==> config.mk <==
export PLATFORM = sky130hd
export DESIGN_NAME = serial_packet_deframer_top
export DESIGN_NICKNAME = d
export VERILOG_FILES = /design/src/hdl/spd_pkg.sv /design/src/hdl/spd_parser.sv /design/src/hdl/serial_packet_deframer_top.sv
export SDC_FILE = /design/constraint.sdc
export NUM_CORES = 1
export LEC_CHECK = 0
export ABC_AREA = 0
export BUFFER_PORTS_ARGS = -buffer_cell sky130_fd_sc_hd__buf_2
export CORE_UTILIZATION = 59
export DETAILED_ROUTE_END_ITERATION = 12
export PLACE_DENSITY = 0.81
export REMOVE_ABC_BUFFERS = 1
export SKIP_CTS_REPAIR_TIMING = 1
export SYNTH_ARGS = -nofsm -noshare
export SYNTH_HDL_FRONTEND = slang
export SYNTH_HIERARCHICAL = 1
export SYNTH_SLANG_ARGS = --single-unit
export TNS_END_PERCENT = 30
==> constraint.sdc <==
create_clock -name aclk -period 4.2 [get_ports aclk]
set_clock_uncertainty 0.1 [all_clocks]
set_input_delay 0.21 -clock aclk [delete_from_list [all_inputs] [get_ports aclk]]
set_output_delay 0.21 -clock aclk [all_outputs]
set_load 0.05 [all_outputs]
==> src/hdl/spd_pkg.sv <==
`timescale 1ns / 1ps
// ----------------------------------------------------------------------------
// Serial packet deframer package
// Shared types, status codes and byte constants of the deframer.
// ----------------------------------------------------------------------------
package spd_pkg;

    localparam int LEN_W = 7;

    localparam logic [7:0] BYTE_CR = 8'h0D;
    localparam logic [7:0] BYTE_LF = 8'h0A;

    localparam logic [7:0] HEAD_RESET  = 8'd204;
    localparam logic [7:0] TAIL_RESET  = 8'd185;
    localparam logic [7:0] LIMIT_RESET = 8'd128;

    // Configuration register indexes.
    localparam logic [1:0] REG_HEAD  = 2'd0;
    localparam logic [1:0] REG_TAIL  = 2'd1;
    localparam logic [1:0] REG_LIMIT = 2'd2;

    typedef enum logic [2:0] {
        ST_PROGRESS = 3'd0,
        ST_PAYLOAD  = 3'd1,
        ST_GOOD     = 3'd2,
        ST_BAD_LEN  = 3'd3,
        ST_BAD_TAIL = 3'd4,
        ST_BAD_SUM  = 3'd5,
        ST_NO_CR    = 3'd6,
        ST_NO_LF    = 3'd7
    } status_t;

    typedef enum logic [7:0] {
        PH_HUNT = 8'b0000_0001,
        PH_LEN  = 8'b0000_0010,
        PH_ID   = 8'b0000_0100,
        PH_PAY  = 8'b0000_1000,
        PH_TAIL = 8'b0001_0000,
        PH_SUM  = 8'b0010_0000,
        PH_CR   = 8'b0100_0000,
        PH_LF   = 8'b1000_0000
    } phase_t;

    typedef struct packed {
        logic [7:0] head_byte;
        logic [7:0] tail_byte;
        logic [7:0] length_limit;
    } cfg_t;

    typedef struct packed {
        status_t          status;
        logic [7:0]       frame_id;
        logic [LEN_W-1:0] frame_length;
        logic [7:0]       payload_byte;
        logic [LEN_W-1:0] payload_index;
    } result_t;

endpackage

==> src/hdl/spd_parser.sv <==
`timescale 1ns / 1ps
// ----------------------------------------------------------------------------
// Deframer parser
// Frame state machine and checksum; computes the result of one byte and
// updates the frame state when the byte is stepped.
// ----------------------------------------------------------------------------
module spd_parser (
    input  logic              aclk,
    input  logic              aresetn,
    input  logic              step,
    input  logic [7:0]        rx_byte,
    input  logic              resync,
    input  spd_pkg::cfg_t     cfg,
    output spd_pkg::result_t  result
);

    spd_pkg::phase_t               phase_reg, phase_next, phase_cur;
    logic [7:0]                    sum_reg, sum_next;
    logic [spd_pkg::LEN_W-1:0]     count_reg, count_next;
    logic [spd_pkg::LEN_W-1:0]     length_reg, length_next;
    logic [7:0]                    id_reg, id_next;
    spd_pkg::status_t              status;
    logic [7:0]                    pbyte;
    logic [spd_pkg::LEN_W-1:0]     pidx;
    logic [spd_pkg::LEN_W-1:0]     count_inc;
    logic                          len_ok;

    assign count_inc = count_reg + 1'b1;
    // A length byte must be nonzero, below the limit and fit in seven bits.
    assign len_ok = (rx_byte != 8'd0) && (rx_byte < cfg.length_limit) && !rx_byte[7];

    // Next-state and result logic for one byte.
    always_comb begin
        phase_cur   = resync ? spd_pkg::PH_HUNT : phase_reg;
        phase_next  = phase_cur;
        sum_next    = sum_reg;
        count_next  = count_reg;
        length_next = length_reg;
        id_next     = id_reg;
        status      = spd_pkg::ST_PROGRESS;
        pbyte       = 8'd0;
        pidx        = '0;
        unique case (phase_cur)
            spd_pkg::PH_HUNT: begin
                if (rx_byte == cfg.head_byte) phase_next = spd_pkg::PH_LEN;
            end
            spd_pkg::PH_LEN: begin
                if (len_ok) begin
                    length_next = rx_byte[spd_pkg::LEN_W-1:0];
                    phase_next  = spd_pkg::PH_ID;
                end else begin
                    status     = spd_pkg::ST_BAD_LEN;
                    phase_next = spd_pkg::PH_HUNT;
                end
            end
            spd_pkg::PH_ID: begin
                id_next    = rx_byte;
                sum_next   = rx_byte;
                count_next = '0;
                phase_next = (length_reg == spd_pkg::LEN_W'(1)) ? spd_pkg::PH_TAIL
                                                                 : spd_pkg::PH_PAY;
            end
            spd_pkg::PH_PAY: begin
                status     = spd_pkg::ST_PAYLOAD;
                pbyte      = rx_byte;
                pidx       = count_reg;
                // Rotate right by one, then add the byte modulo 256.
                sum_next   = {sum_reg[0], sum_reg[7:1]} + rx_byte;
                count_next = count_inc;
                if (({1'b0, count_inc} + 8'd1) >= {1'b0, length_reg})
                    phase_next = spd_pkg::PH_TAIL;
            end
            spd_pkg::PH_TAIL: begin
                if (rx_byte == cfg.tail_byte) begin
                    phase_next = spd_pkg::PH_SUM;
                end else begin
                    status     = spd_pkg::ST_BAD_TAIL;
                    phase_next = spd_pkg::PH_HUNT;
                end
            end
            spd_pkg::PH_SUM: begin
                if (rx_byte == sum_reg) begin
                    phase_next = spd_pkg::PH_CR;
                end else begin
                    status     = spd_pkg::ST_BAD_SUM;
                    phase_next = spd_pkg::PH_HUNT;
                end
            end
            spd_pkg::PH_CR: begin
                if (rx_byte == spd_pkg::BYTE_CR) begin
                    phase_next = spd_pkg::PH_LF;
                end else begin
                    status     = spd_pkg::ST_NO_CR;
                    phase_next = spd_pkg::PH_HUNT;
                end
            end
            spd_pkg::PH_LF: begin
                phase_next = spd_pkg::PH_HUNT;
                status     = (rx_byte == spd_pkg::BYTE_LF) ? spd_pkg::ST_GOOD
                                                           : spd_pkg::ST_NO_LF;
            end
            default: begin
                phase_next = spd_pkg::PH_HUNT;
                status     = (rx_byte == spd_pkg::BYTE_LF) ? spd_pkg::ST_GOOD
                                                           : spd_pkg::ST_NO_LF;
            end
        endcase
    end

    // Result fields show the held ID and length after this byte.
    always_comb begin
        result.status        = status;
        result.frame_id      = id_next;
        result.frame_length  = length_next;
        result.payload_byte  = pbyte;
        result.payload_index = pidx;
    end

    // Frame state update.
    always_ff @(posedge aclk) begin
        if (!aresetn) begin
            phase_reg  <= spd_pkg::PH_HUNT;
            sum_reg    <= 8'd0;
            count_reg  <= '0;
            length_reg <= '0;
            id_reg     <= 8'd0;
        end else if (step) begin
            phase_reg  <= phase_next;
            sum_reg    <= sum_next;
            count_reg  <= count_next;
            length_reg <= length_next;
            id_reg     <= id_next;
        end
    end

endmodule

==> src/hdl/serial_packet_deframer_top.sv <==
`timescale 1ns / 1ps
// ----------------------------------------------------------------------------
// Serial packet deframer
// Parses head, length, ID, payload, tail, checksum, CR, LF frames from a
// byte stream and reports one status item for every received byte.
// ----------------------------------------------------------------------------
//  Channel | Direction | Moves
//  --------+-----------+---------------------------------------------------
//  s_      | in        | one received byte and the resync flag per item
//  m_      | out       | status, frame ID/length, payload byte and index
//  cfg_    | in        | register writes: head byte, tail byte, length limit
//
//  One item per clock sustained while the result side is not stalled; an
//  accepted item enters the input register and then the result register,
//  from which its result is offered.
//  The frame state advances as an item moves from the input register into
//  the result register, so a stalled result holds the whole pipeline.
//  Reset is synchronous and active low; it empties both registers and
//  returns the parser to the head-byte hunt with the reset register values.
// ----------------------------------------------------------------------------
module serial_packet_deframer_top (
    input  logic        aclk,
    input  logic        aresetn,
    // Input items
    input  logic        s_tvalid,
    output logic        s_tready,
    input  logic [15:0] s_tdata,   // [7:0] rx_byte, [8] resync, [15:9] zero
    // Result items
    output logic        m_tvalid,
    input  logic        m_tready,
    output logic [31:0] m_tdata,   // [7:0] frame_id, [14:8] frame_length,
                                   // [22:15] payload_byte, [29:23] payload_index,
                                   // [31:30] zero
    output logic [2:0]  m_tuser,   // [2:0] status
    // Configuration writes
    input  logic        cfg_we,
    input  logic [1:0]  cfg_index,
    input  logic [7:0]  cfg_data
);

    spd_pkg::cfg_t    cfg_reg;
    spd_pkg::result_t result;
    spd_pkg::result_t out_reg;
    logic             in_valid_reg;
    logic [7:0]       in_byte_reg;
    logic             in_resync_reg;
    logic             out_valid_reg;
    logic             advance;

    // An item moves on when the result register is free or being emptied.
    assign advance  = in_valid_reg && (!out_valid_reg || m_tready);
    assign s_tready = !in_valid_reg || !out_valid_reg || m_tready;

    // Configuration registers.
    always_ff @(posedge aclk) begin
        if (!aresetn) begin
            cfg_reg.head_byte    <= spd_pkg::HEAD_RESET;
            cfg_reg.tail_byte    <= spd_pkg::TAIL_RESET;
            cfg_reg.length_limit <= spd_pkg::LIMIT_RESET;
        end else if (cfg_we) begin
            unique case (cfg_index)
                spd_pkg::REG_HEAD:  cfg_reg.head_byte    <= cfg_data;
                spd_pkg::REG_TAIL:  cfg_reg.tail_byte    <= cfg_data;
                spd_pkg::REG_LIMIT: cfg_reg.length_limit <= cfg_data;
                default: ;
            endcase
        end
    end

    // Input register.
    always_ff @(posedge aclk) begin
        if (!aresetn) begin
            in_valid_reg <= 1'b0;
        end else if (s_tvalid && s_tready) begin
            in_valid_reg <= 1'b1;
        end else if (advance) begin
            in_valid_reg <= 1'b0;
        end
    end

    always_ff @(posedge aclk) begin
        if (s_tvalid && s_tready) begin
            in_byte_reg   <= s_tdata[7:0];
            in_resync_reg <= s_tdata[8];
        end
    end

    spd_parser u_parser (
        .aclk    (aclk),
        .aresetn (aresetn),
        .step    (advance),
        .rx_byte (in_byte_reg),
        .resync  (in_resync_reg),
        .cfg     (cfg_reg),
        .result  (result)
    );

    // Result register.
    always_ff @(posedge aclk) begin
        if (!aresetn) begin
            out_valid_reg <= 1'b0;
        end else if (advance) begin
            out_valid_reg <= 1'b1;
        end else if (m_tready) begin
            out_valid_reg <= 1'b0;
        end
    end

    always_ff @(posedge aclk) begin
        if (advance) out_reg <= result;
    end

    assign m_tvalid = out_valid_reg;
    assign m_tuser  = out_reg.status;
    assign m_tdata  = {2'b00, out_reg.payload_index, out_reg.payload_byte,
                       out_reg.frame_length, out_reg.frame_id};

endmodule

* Word level (Yosys, flattened, before mapping) *
Cells that the tools add are included.

operators by class
  add/subtract/negate cells = 3
  $mul = 0
  div/mod/pow operators = 0
  magnitude comparators = 2
  equality and inequality tests = 15
  shift-type cells = 0
  mux-type cells = 24
  bitwise logic cells = 0
  reductions and logical operators = 20

operators with widths
  cell                                            number
  one-hot mux 8 bit (7 select lines)              1
  2-to-1 mux 8 bit                                5
  == test 8 x 4 -> 1 bit (second input constant)  3
  == test 8 bit                                   3
  2-to-1 mux 7 bit                                3
  one-hot mux 3 bit (6 select lines)              1
  one-hot mux 8 bit (2 select lines)              1
  2-to-1 mux 3 bit                                5
  one-hot mux 7 bit (2 select lines)              1
  adder 7 x 1 -> 8 bit (second input constant)    1
  adder 8 bit                                     1
  == test 8 x 1 -> 1 bit (second input constant)  1
  == test 8 x 2 -> 1 bit (second input constant)  1
  == test 8 x 3 -> 1 bit (second input constant)  1
  == test 8 x 5 -> 1 bit (second input constant)  1
  == test 8 x 6 -> 1 bit (second input constant)  1
  == test 8 x 7 -> 1 bit (second input constant)  1
  greater-or-equal comparator 8 x 7 -> 1 bit      1
  < comparator 8 bit                              1
  AND reduction 2 bit                             4
  nonzero test 8 bit                              1
  adder 7 x 1 -> 7 bit (second input constant)    1
  == test 7 x 1 -> 1 bit (second input constant)  1
  2-to-1 mux 6 bit                                1
  other kinds (11)                                23

storage, ports and cells
  register bits after elaboration = 106
  bits in latches = 0
  memory bits (writable) = 0
  memory bits (read-only) = 0
  input bits = 31
  output and inout port bits = 37
  logic and storage cells = 81
  memories kept = 0

* Logic depth before layout (Yosys ltp) *
Gate-level depths: netlist (run 1).

  word-level depth = 5
  mapped depth = 12
  gate-level depth less buffers = 12

* Hierarchy *
The synthesis (run 1) kept the hierarchy.

modules (own cells, without submodules)
  module                      times used  cells each  area an instance (um2)  seq. area each (um2)
  spd_parser                  1           434         3281.9                  760.7
  serial_packet_deframer_top  1           153         2368.5                  1781.7

* Least setup slack after synthesis (run 1) *
No wires, ideal clock.

  path kind = register -> register
  start point = reg out_valid_reg (netlist: m_tvalid)
  end point = reg u_parser.sum_reg[3]
  library setup time = 70 ps
  arrival = 3846 ps
  data required time = 4030 ps
  setup slack = 184 ps
  cell stages (with the launch flop) = 10
  buffers on the path = 1
  period minus slack after synthesis = 4016 ps
  cell sequence = dfxtp_1 > nor2b_1 > nor2b_1 > clkbuf_1 > inv_2 > or4_4 > nor2_4 > nand2_1 > a22o_1 > a21oi_1

between the ends
  cells in the longest elaborated chain, start to end = 4

ends and longest elaborated chain
  item                           RTL line                           text
  from (decl)                    serial_packet_deframer_top.sv:47   logic out_valid_reg;
  from (signal assigned)         serial_packet_deframer_top.sv:101  out_valid_reg <= 1'b0;
  from (signal assigned)         serial_packet_deframer_top.sv:103  out_valid_reg <= 1'b1;
  from (signal assigned)         serial_packet_deframer_top.sv:105  out_valid_reg <= 1'b0;
  logical NOT 1 bit              serial_packet_deframer_top.sv:51   assign advance = in_valid_reg && (!out_valid_reg || m_tready);
  logical OR 1 bit               serial_packet_deframer_top.sv:51
  logical AND 1 bit              serial_packet_deframer_top.sv:51
  named net advance              serial_packet_deframer_top.sv:48   logic advance;
  AND reduction 2 bit (no line)  -
  to (signal assigned)           spd_parser.sv:129                  sum_reg <= sum_next;
  to (decl)                      spd_parser.sv:18                   logic [7:0] sum_reg, sum_next;

The timed path passes the listed nets, and every way through them passes these cells.
A chain may end at the register's enable or synchronous reset.

* Worst setup path in the final report (run 1) *
  start point = reg u_parser/count_reg[0] in the netlist's numbering
  end point = reg u_parser.phase_reg[3]

between the ends
  cells in the longest elaborated chain, start to end = 5

ends and longest elaborated chain
  item                                        RTL line           text
  from (decl)                                 spd_parser.sv:19   logic [spd_pkg::LEN_W-1:0] count_reg, count_next;
  from (signal assigned)                      spd_parser.sv:130  count_reg <= count_next;
  adder 7 x 1 -> 7 bit                        spd_parser.sv:28   assign count_inc = count_reg + 1'b1;
  adder 7 x 1 -> 8 bit                        spd_parser.sv:70   if (({1'b0, count_inc} + 8'd1) >= {1'b0, length_reg})
  greater-or-equal comparator 8 x 7 -> 1 bit  spd_parser.sv:70
  2-to-1 mux 8 bit                            spd_parser.sv:70
  one-hot mux 8 bit (7 select lines)          spd_parser.sv:43   unique case (phase_cur)
  to (signal assigned)                        spd_parser.sv:122  phase_reg <= spd_pkg::PH_HUNT;
  to (signal assigned)                        spd_parser.sv:128  phase_reg <= phase_next;
  to (decl)                                   spd_parser.sv:17   spd_pkg::phase_t phase_reg, phase_next, phase_cur;

No other way between the ends.

==> impl_metrics.tcl, run 1 <==
set metrics [dict create \
    synthToLayoutAreaGrowth_pct 10.7 \
    slew_headroom_pct 40.1 \
    gp_congestion 0.920 \
    hold_violations 1 \
    ir_worst_vdd_mv 0.255 \
    io_buffers 58 \
    hold_path_depth 3 \
    antennaDiodeCount 0 \
    leakagePower_nw 2.41 \
    async_flop_share_pct 0 \
    fp.dieArea_mm2 0.00997 \
    max_freq_ghz 0.315 \
    finalSetupViolCount 0 \
    hp-start "cfg_data[3]" \
    ys_ff_latch 106 \
    syn_inst 587 \
    synth_cell_types 65 \
    vias 4510 \
    dp_hpwl_mm 8.75 \
    startpoint_type "register" \
    worstPathMaxFanout 8 \
    routed_wl_mm 12.8 \
    worst_slew_pin_slew_ns 0.898 \
    first_iter_violations 316 \
    drcViolationCount 0 \
    clockRootBuffer "clkbuf_8" \
    cts_buffers 9 \
    powerDensity_mw_per_mm2 308 \
    hold_class "input pin to register" \
    clk_latency_ns 0.38 \
    r2r_start "u_parser/count_reg[0]" \
    grt_pass1_wl_mm 19.9 \
    core_mm2 0.00924 \
    finalNonFillerCells 773 \
    overflow 0 \
    start_util_pct 61.2 \
    top_level_ports 68 \
    wl_per_cell_um 16.6 \
    fp.dieH_um 99.9 \
    worst_ep_arrival_time_ns 3.39 \
    r2r_slack_ns 1.02 \
    rsz0062_at_grt "no" \
    postRouteAntennaNets 0 \
    via_per_inst 5.83 \
    die_x_um 99.9 \
    tns_ns 0 \
    ctsHtreeMaxLevel 3 \
    required_ns 4.41 \
    slew_violations 0 \
    grt_max_degree 62 \
    criticalPathCategory "register to register" \
    rows 35 \
    critPathCaptureType "register" \
    maxCapViolCount 0 \
    grt_pass1_vias 4194 \
    yosysSeqAreaShare_pct 45.0 \
    yosys_most_used_dff "dfxtp_1" \
    worst_hold_path.endpoint "cfg_reg[3]" \
    outcome "finished with violations" \
    path_clk_slew_ns 0.10 \
    p_total_mw 1.93 \
    cts_buffer_depth 2 \
    track_usage_pct 25.8 \
    tritoncts "done" \
    r2r_cells 11 \
    antenna_found_initial 0 \
    syn_avg_cell_area_um2 9.63 \
    yosysWarnings 6 \
    netlist_area_mm2 0.00565 \
    synth-edff-count 42 \
    dp_cells 747 \
    r2r_end "u_parser/phase_reg[3]" \
    violations "negative hold slack" \
    whs_ns -0.0202 \
    cts.sinks 106 \
    finalNetCount 694 \
    drive_above_1_share_pct 16.1 \
    largest_reg_flops 30 \
    fin_crit_sh_pct 75.7 \
    period_needed_ns 3.18 \
    firstDrtPassIters 5 \
]
==> cell usage after synthesis, drive strengths merged, types with 5 or more instances <==
master | n | area, µm²
xor2 | 8 | 70.1
nand3 | 6 | 30.0
mux2 | 9 | 101
nand2b | 8 | 50.1
o21ai | 21 | 105
and2 | 16 | 100
nor4 | 5 | 52.6
nor2 | 35 | 139
nand2 | 85 | 322
nor3 | 10 | 55.1
dfxtp | 64 | 1280
ha | 23 | 288
a21oi | 30 | 161
nor2b | 18 | 113
o211ai | 8 | 60.1
mux2i | 28 | 280
nand4 | 13 | 81.3
clkbuf | 18 | 67.6
a21boi | 5 | 37.5
buf | 15 | 111
xnor2 | 32 | 280
inv | 28 | 105
edfxtp | 42 | 1260
==> routing by layer <==
| layer | routed length, µm | up-vias | global-route usage [%] |
|---|---|---|---|
| li1 | - | 2141 | - |
| met1 | 5530 | 2185 | 31.3 |
| met2 | 6450 | 158 | 45.1 |
| met3 | 582 | 26 | 3.76 |
| met4 | 287 | 0 | 12.0 |
| met5 | 0 | - | 0 |
==> cells by family after synthesis <==
kind of cell	share of synthesized area [%]
AO/OA/AOI/OAI	10.8
XOR/XNOR	6.20
adder cells (fa/ha/maj)	5.45
buffers and inverters	5.03
flip-flops	45.0
multiplexers	6.75
other	0.0664
AND/OR/NAND/NOR	20.7
==> how the worst max path moves through the flow <==
stage	startpoint	endpoint	slack (ns)	depth (start not counted)
finish	u_parser/count_reg[0]	u_parser/phase_reg[3]	1.02	11
global route	u_parser/count_reg[0]	u_parser/phase_reg[3]	0.86	11
CTS	u_parser/count_reg[0]	u_parser/phase_reg[3]	1.09	11
detailed placement	u_parser/count_reg[0]	u_parser/phase_reg[3]	1.19	11
global placement	u_parser/count_reg[0]	u_parser/phase_reg[3]	1.28	11
floorplan	m_tvalid	u_parser/sum_reg[3]	0.02	8
==> cells in the final DEF, fill, tap and decap left out, types with 10 or more instances in the layout <==
cell type	Yosys	layout
nand2_1	84	84
o21ai_0	21	21
mux2i_1	28	28
nand4_1	13	13
nor2_1	34	34
dlygate4sd3_1	0	10
nor2b_1	18	17
a21oi_1	29	29
xnor2_1	32	32
and2_1	16	16
ha_1	23	23
edfxtp_1	42	42
dfxtp_1	64	64
buf_2	5	58
inv_1	27	27
==> area by class of cell <==
class	count	area, µm²
Tap cell	129	161
Multi-Input combinational cell	421	2840
Clock inverter	7	55.1
Fill cell	728	2980
Timing Repair Buffer	73	428
Inverter	28	105
Sequential cell	106	2540
Clock buffer	9	124
==> critical path, cell delays in order (launching register included) <==
cell,delay (ns)
dfxtp_1,0.47
ha_1,0.26
nor2b_1,0.23
a22oi_1,0.15
nand2b_1,0.21
xor2_1,0.18
ha_1,0.33
a21oi_1,0.20
nor2b_1,0.08
o31a_1,0.28
or4_1,0.47
a31oi_1,0.17
==> where the power goes <==
| group | leakage [nW] | internal, mW | total, mW | switching, mW |
|---|---|---|---|---|
| combinational | 1.40 | 0.0728 | 0.208 | 0.135 |
| clock | 0.0810 | 0.220 | 0.591 | 0.371 |
| sequential | 0.922 | 1.10 | 1.13 | 0.0345 |
| total | 2.41 | 1.39 | 1.93 | 0.541 |
==> per-stage QoR <==
step           utilization, %  cell area (µm²)  setup WS, ns
2_1_floorplan               -             5480        0.0203
3_3_place_gp             64.7             5980          1.28
3_5_place_dp             64.7             5980          1.19
4_1_cts                  66.6             6160          1.09
5_1_grt                  67.7             6260         0.861
6_report                 67.7             6260          1.02
Note: power is estimated with default switching activity, not from simulation.
==> inputs of run 2 (changes only) <==
CORE_UTILIZATION = 53   (was 59)
PLACE_DENSITY = 0.77   (was 0.81)
clock period = 2.73 ns   (was 4.2 ns; I/O delays follow)
==> impl_metrics.tcl, run 2 (same netlist as run 1, synthesis figures left out) <==
set metrics [dict create \
    die_x_um 105 \
    criticalPathCategory "register to register" \
    finalSetupViolCount 1 \
    fin_crit_sh_pct 102 \
    rsz0062_at_grt "yes" \
    crit_chain "ha_4 -> nor2b_1 -> a22oi_2 -> nand2b_4 -> xor2_2 -> ha_1 -> a21oi_2 -> nor2b_1 -> o31a_1 -> or4_1 -> a31oi_1" \
    finalNetCount 725 \
    gp_congestion 0.865 \
    vias 4553 \
    critPathCaptureType "register" \
    maxCapViolCount 0 \
    cts_buffer_depth 2 \
    drive_above_1_share_pct 22.1 \
    max_freq_ghz 0.359 \
    hp-start "cfg_data[1]" \
    leakagePower_nw 2.63 \
    clockRootBuffer "clkbuf_8" \
    tritoncts "done" \
    p_comb_share_pct 11.5 \
    finalWorstSetupSlack_ns -0.0587 \
    power_frac_clock_pct 33.8 \
    grt_pass1_vias 4355 \
    grt_max_degree 43 \
    dp_hpwl_mm 9.35 \
    clk_latency_ns 0.38 \
    grt_pass1_wl_mm 20.8 \
    synthToLayoutAreaGrowth_pct 18.4 \
    worstPathMaxFanout 3 \
    antenna_found_initial 0 \
    ir_worst_vdd_mv 0.485 \
    top_level_ports 68 \
    crit_buf_inv 0 \
    io_buffers 58 \
    seqPwrFrac_pct 54.7 \
    slew_violations 0 \
    worst_path_largest_cell_delay_ns 0.47 \
    mostFrequentLayoutCell "nand2_1" \
    place_area_mm2 0.00616 \
    crit_slowest_cell "or4_1" \
    r2r_slack_ns -0.06 \
    startpoint_type "register" \
    r2r_cells 11 \
    p_sw_share_pct 25.9 \
    r2r_start "u_parser/count_reg[0]" \
    first_iter_violations 281 \
    cts_buffers 9 \
    crit_family "simple AND/OR/NAND/NOR gates" \
    start_util_pct 54.7 \
    post-route-cell-area_mm2 0.00669 \
    track_usage_pct 23.9 \
    worstSetupStartpoint "u_parser/count_reg[0]" \
    antennaDiodeCount 0 \
    cp_common_cell "nor2b_1" \
    firstDrtPassIters 5 \
    powerDensity_mw_per_mm2 470 \
    rows 37 \
    via_per_inst 5.61 \
    r2r_end "u_parser/phase_reg[3]" \
    layout_common_cells "82 x nand2_1, 60 x dfxtp_1, 58 x buf_2" \
    cts.sinks 106 \
    ctsHtreeMaxLevel 3 \
    required_ns 2.94 \
    place_ws_ns -0.142 \
    worst_ep_arrival_time_ns 3.00 \
    p_int_mw 2.33 \
    core_mm2 0.0103 \
    largest_reg_flops 30 \
    slew_headroom_pct 46.4 \
    postRouteAntennaNets 0 \
    whs_ns -0.0329 \
    wl_per_cell_um 16.4 \
    hold_violations 4 \
    finish.utilization_pct 64.8 \
    routed_wl_mm 13.3 \
    fp.dieH_um 105 \
    path_clk_slew_ns 0.10 \
    hold_class "input pin to register" \
    period_needed_ns 2.79 \
    violations "negative hold slack, negative setup slack" \
    cp-endpoint "u_parser/phase_reg[3]" \
    drcViolationCount 0 \
    worst_slew_pin_slew_ns 0.805 \
    fp.dieArea_mm2 0.0111 \
    outcome "finished with violations" \
    path_depth 11 \
    overflow 0 \
    p_switching_uw 813 \
]
[run 2: cell count changes in the layout (fill, tap and decap cells not counted), sizes merged]
cell,change
buf,+24
bufinv,+1
clkbuf,+4
clkinv,-3
clkinvlp,-3
dlygate4sd3,+7
inv,+1
[run 2: power groups by stage]
stage / clock, mW / sequential (mW) / combinational, mW
floorplan: 0 / 1.83 / 0.142
global placement: 0 / 1.75 / 0.330
detailed placement: 0 / 1.76 / 0.338
CTS: 1.07 / 1.72 / 0.340
global route: 1.12 / 1.72 / 0.388
finish: 1.06 / 1.72 / 0.361
[run 2: worst min path at each step]
stage                     slack, ns        endpoint  cells past startpoint
after floorplan                0.13     cfg_reg[12]                      1
after global placement         0.21  in_byte_reg[4]                      1
after detailed placement       0.21  in_byte_reg[0]                      1
after CTS                     -0.18  in_byte_reg[0]                      1
after global routing          0.005      cfg_reg[9]                      3
final                         -0.03      cfg_reg[1]                      3
[run 2: layout make-up]
cell class                      count  area, µm²
Tap cell                          136        170
Fill cell                         816       3640
Clock inverter                      3       45.0
Sequential cell                   106       2550
Clock buffer                       13        170
Timing Repair Buffer              104        686
Inverter                           28        105
Multi-Input combinational cell    421       2960
[run 2: worst reg2reg max path: stages (launching register included)]
cell      delay (ns)
dfxtp_4         0.37
ha_4            0.16
nor2b_1         0.19
a22oi_2         0.11
nand2b_4        0.17
xor2_2          0.17
ha_1            0.34
a21oi_2         0.12
nor2b_1         0.06
o31a_1          0.29
or4_1           0.47
a31oi_1         0.17
[run 2: metal layers]
layer	global-route usage, %	share of wire [%]	wire length (µm)
met3	4.58	5.6	744
met5	0	0	0
met2	41.8	50	6680
met1	29.3	42	5640
met4	8.35	2.0	262
[run 2: metrics by stage]
stage	hold slack (ns)	power, mW	setup TNS [ns]	instances
final	-0.0329	3.14	-0.0587	811
after global routing	0.00470	3.23	-0.399	811
after CTS	-0.183	3.13	-0.233	793
after detailed placement	0.215	2.09	-0.142	777
after global placement	0.214	2.08	-0.0145	777
after floorplan	0.125	1.97	-53.11	555
==> inputs of run 3 (changes only) <==
clock period = 2.5 ns   (was 2.73 ns; I/O delays follow)
==> impl_metrics.tcl, run 3 (same netlist as run 1, synthesis figures left out) <==
set metrics [dict create \
    worst_ep_arrival_time_ns 3.01 \
    via_per_inst 5.53 \
    cp-endpoint "u_parser/phase_reg[3]" \
    path_clk_slew_ns 0.11 \
    io_buffers 58 \
    layout_common_cells "82 x nand2_1, 62 x dfxtp_1, 58 x buf_2" \
    startpoint_type "register" \
    synthToLayoutAreaGrowth_pct 18.8 \
    drive_above_1_share_pct 22.4 \
    period_needed_ns 2.82 \
    tns_ns -0.664 \
    r2r_start "u_parser/count_reg[0]" \
    critPathCaptureType "register" \
    dp_hpwl_mm 9.25 \
    ff_latch_area_mm2 0.00255 \
    track_usage_pct 24.1 \
    leakagePower_nw 2.63 \
    ir_worst_vdd_mv 0.299 \
    max_freq_ghz 0.355 \
    multi_input_area_mm2 0.00294 \
    place_ws_ns -0.430 \
    clockRootBuffer "clkbuf_8" \
    grt_max_degree 43 \
    mostFrequentLayoutCell "nand2_1" \
    cts.sinks 106 \
    slew_violations 0 \
    worstPathMaxFanout 4 \
    cts_buffers 9 \
    vias 4515 \
    crit_family "simple AND/OR/NAND/NOR gates" \
    powerDensity_mw_per_mm2 505 \
    p_total_mw 3.39 \
    slew_headroom_pct 46.4 \
    fp.dieArea_mm2 0.0111 \
    clk_latency_ns 0.37 \
    maxCapViolCount 0 \
    path_depth 11 \
    drcViolationCount 0 \
    r2r_slack_ns -0.32 \
    routed_wl_mm 13.2 \
    tritoncts "done" \
    crit_chain "ha_4 -> nor2b_4 -> or2_2 -> a21oi_2 -> xnor2_1 -> ha_1 -> nand3_1 -> a21oi_1 -> o31a_1 -> or4_1 -> a31oi_1" \
    start_util_pct 54.7 \
    overflow 0 \
    grt_pass1_vias 4398 \
    ctsHtreeMaxLevel 3 \
    finalNonFillerCells 816 \
    gp_congestion 0.863 \
    top_level_ports 68 \
    finalNetCount 730 \
    rows 37 \
    rsz0062_at_grt "yes" \
    finalWorstSetupSlack_ns -0.319 \
    antennaDiodeCount 0 \
    crit_buf_inv 0 \
    antenna_found_initial 0 \
    hold_violations 1 \
    outcome "finished with violations" \
    violations "negative hold slack, negative setup slack" \
    die_x_um 105 \
    fp.dieH_um 105 \
    firstDrtPassIters 5 \
    postRouteAntennaNets 0 \
    required_ns 2.69 \
    first_iter_violations 209 \
    wl_per_cell_um 16.2 \
    whs_ns -0.0293 \
    grt_pass1_wl_mm 21.1 \
    cts_buffer_depth 2 \
    core_mm2 0.0103 \
    largest_reg_flops 30 \
    worstSetupStartpoint "u_parser/count_reg[0]" \
    dp_cells 782 \
    r2r_cells 11 \
    hold_class "input pin to register" \
    r2r_end "u_parser/phase_reg[3]" \
    worst_path_largest_cell_delay_ns 0.47 \
    finalSetupViolCount 3 \
    criticalPathCategory "register to register" \
    worst_slew_pin_slew_ns 0.800 \
    fin_crit_sh_pct 113 \
    nFillCells 829 \
    crit_slowest_cell "or4_1" \
]
==> run 3: area by class of cell <==
class / count / share of cell area, %
inverter: 28 / 1.57
clock buffer: 9 / 1.85
tap: 136 / 2.54
multi-input combinational: 421 / 43.8
clock inverter: 7 / 1.23
sequential: 106 / 38.0
timing repair buffer: 109 / 11.1
==> run 3: power breakdown <==
group          switching, mW  internal [mW]
sequential            0.0371           1.84
clock                  0.626          0.483
combinational          0.252          0.147
==> run 3: tightest hold or removal path, stage by stage <==
cell      delay [ns]
buf_2           0.08
nand3b_1        0.11
a21boi_0        0.08
==> run 3: per-layer routing <==
metal,wire length (µm),vias to the layer above,track usage (%)
met5,0,-,0
met3,682,14,4.08
li1,-,2213,-
met2,6670,138,40.6
met4,176,0,8.15
met1,5650,2150,31.3
==> run 3: worst min path at each step <==
stage,startpoint,endpoint,cells after the start
4_1_cts,s_tdata[6],in_byte_reg[6],1
6_report,m_tready,in_valid_reg,3
3_3_place_gp,s_tdata[2],in_byte_reg[2],1
3_5_place_dp,s_tdata[6],in_byte_reg[6],1
5_1_grt,m_tready,in_valid_reg,3
2_1_floorplan,aresetn,cfg_reg[12],1
==> run 3: metrics by stage <==
| stage | instance area (µm²) | utilization [%] | hold slack [ns] |
|---|---|---|---|
| after floorplan | 5480 | - | 0.114 |
| after global placement | 6220 | 60.3 | 0.203 |
| after detailed placement | 6220 | 60.3 | 0.204 |
| after CTS | 6430 | 62.3 | -0.193 |
| after global routing | 6710 | 65.0 | 0.00138 |
| final | 6710 | 65.0 | -0.0293 |
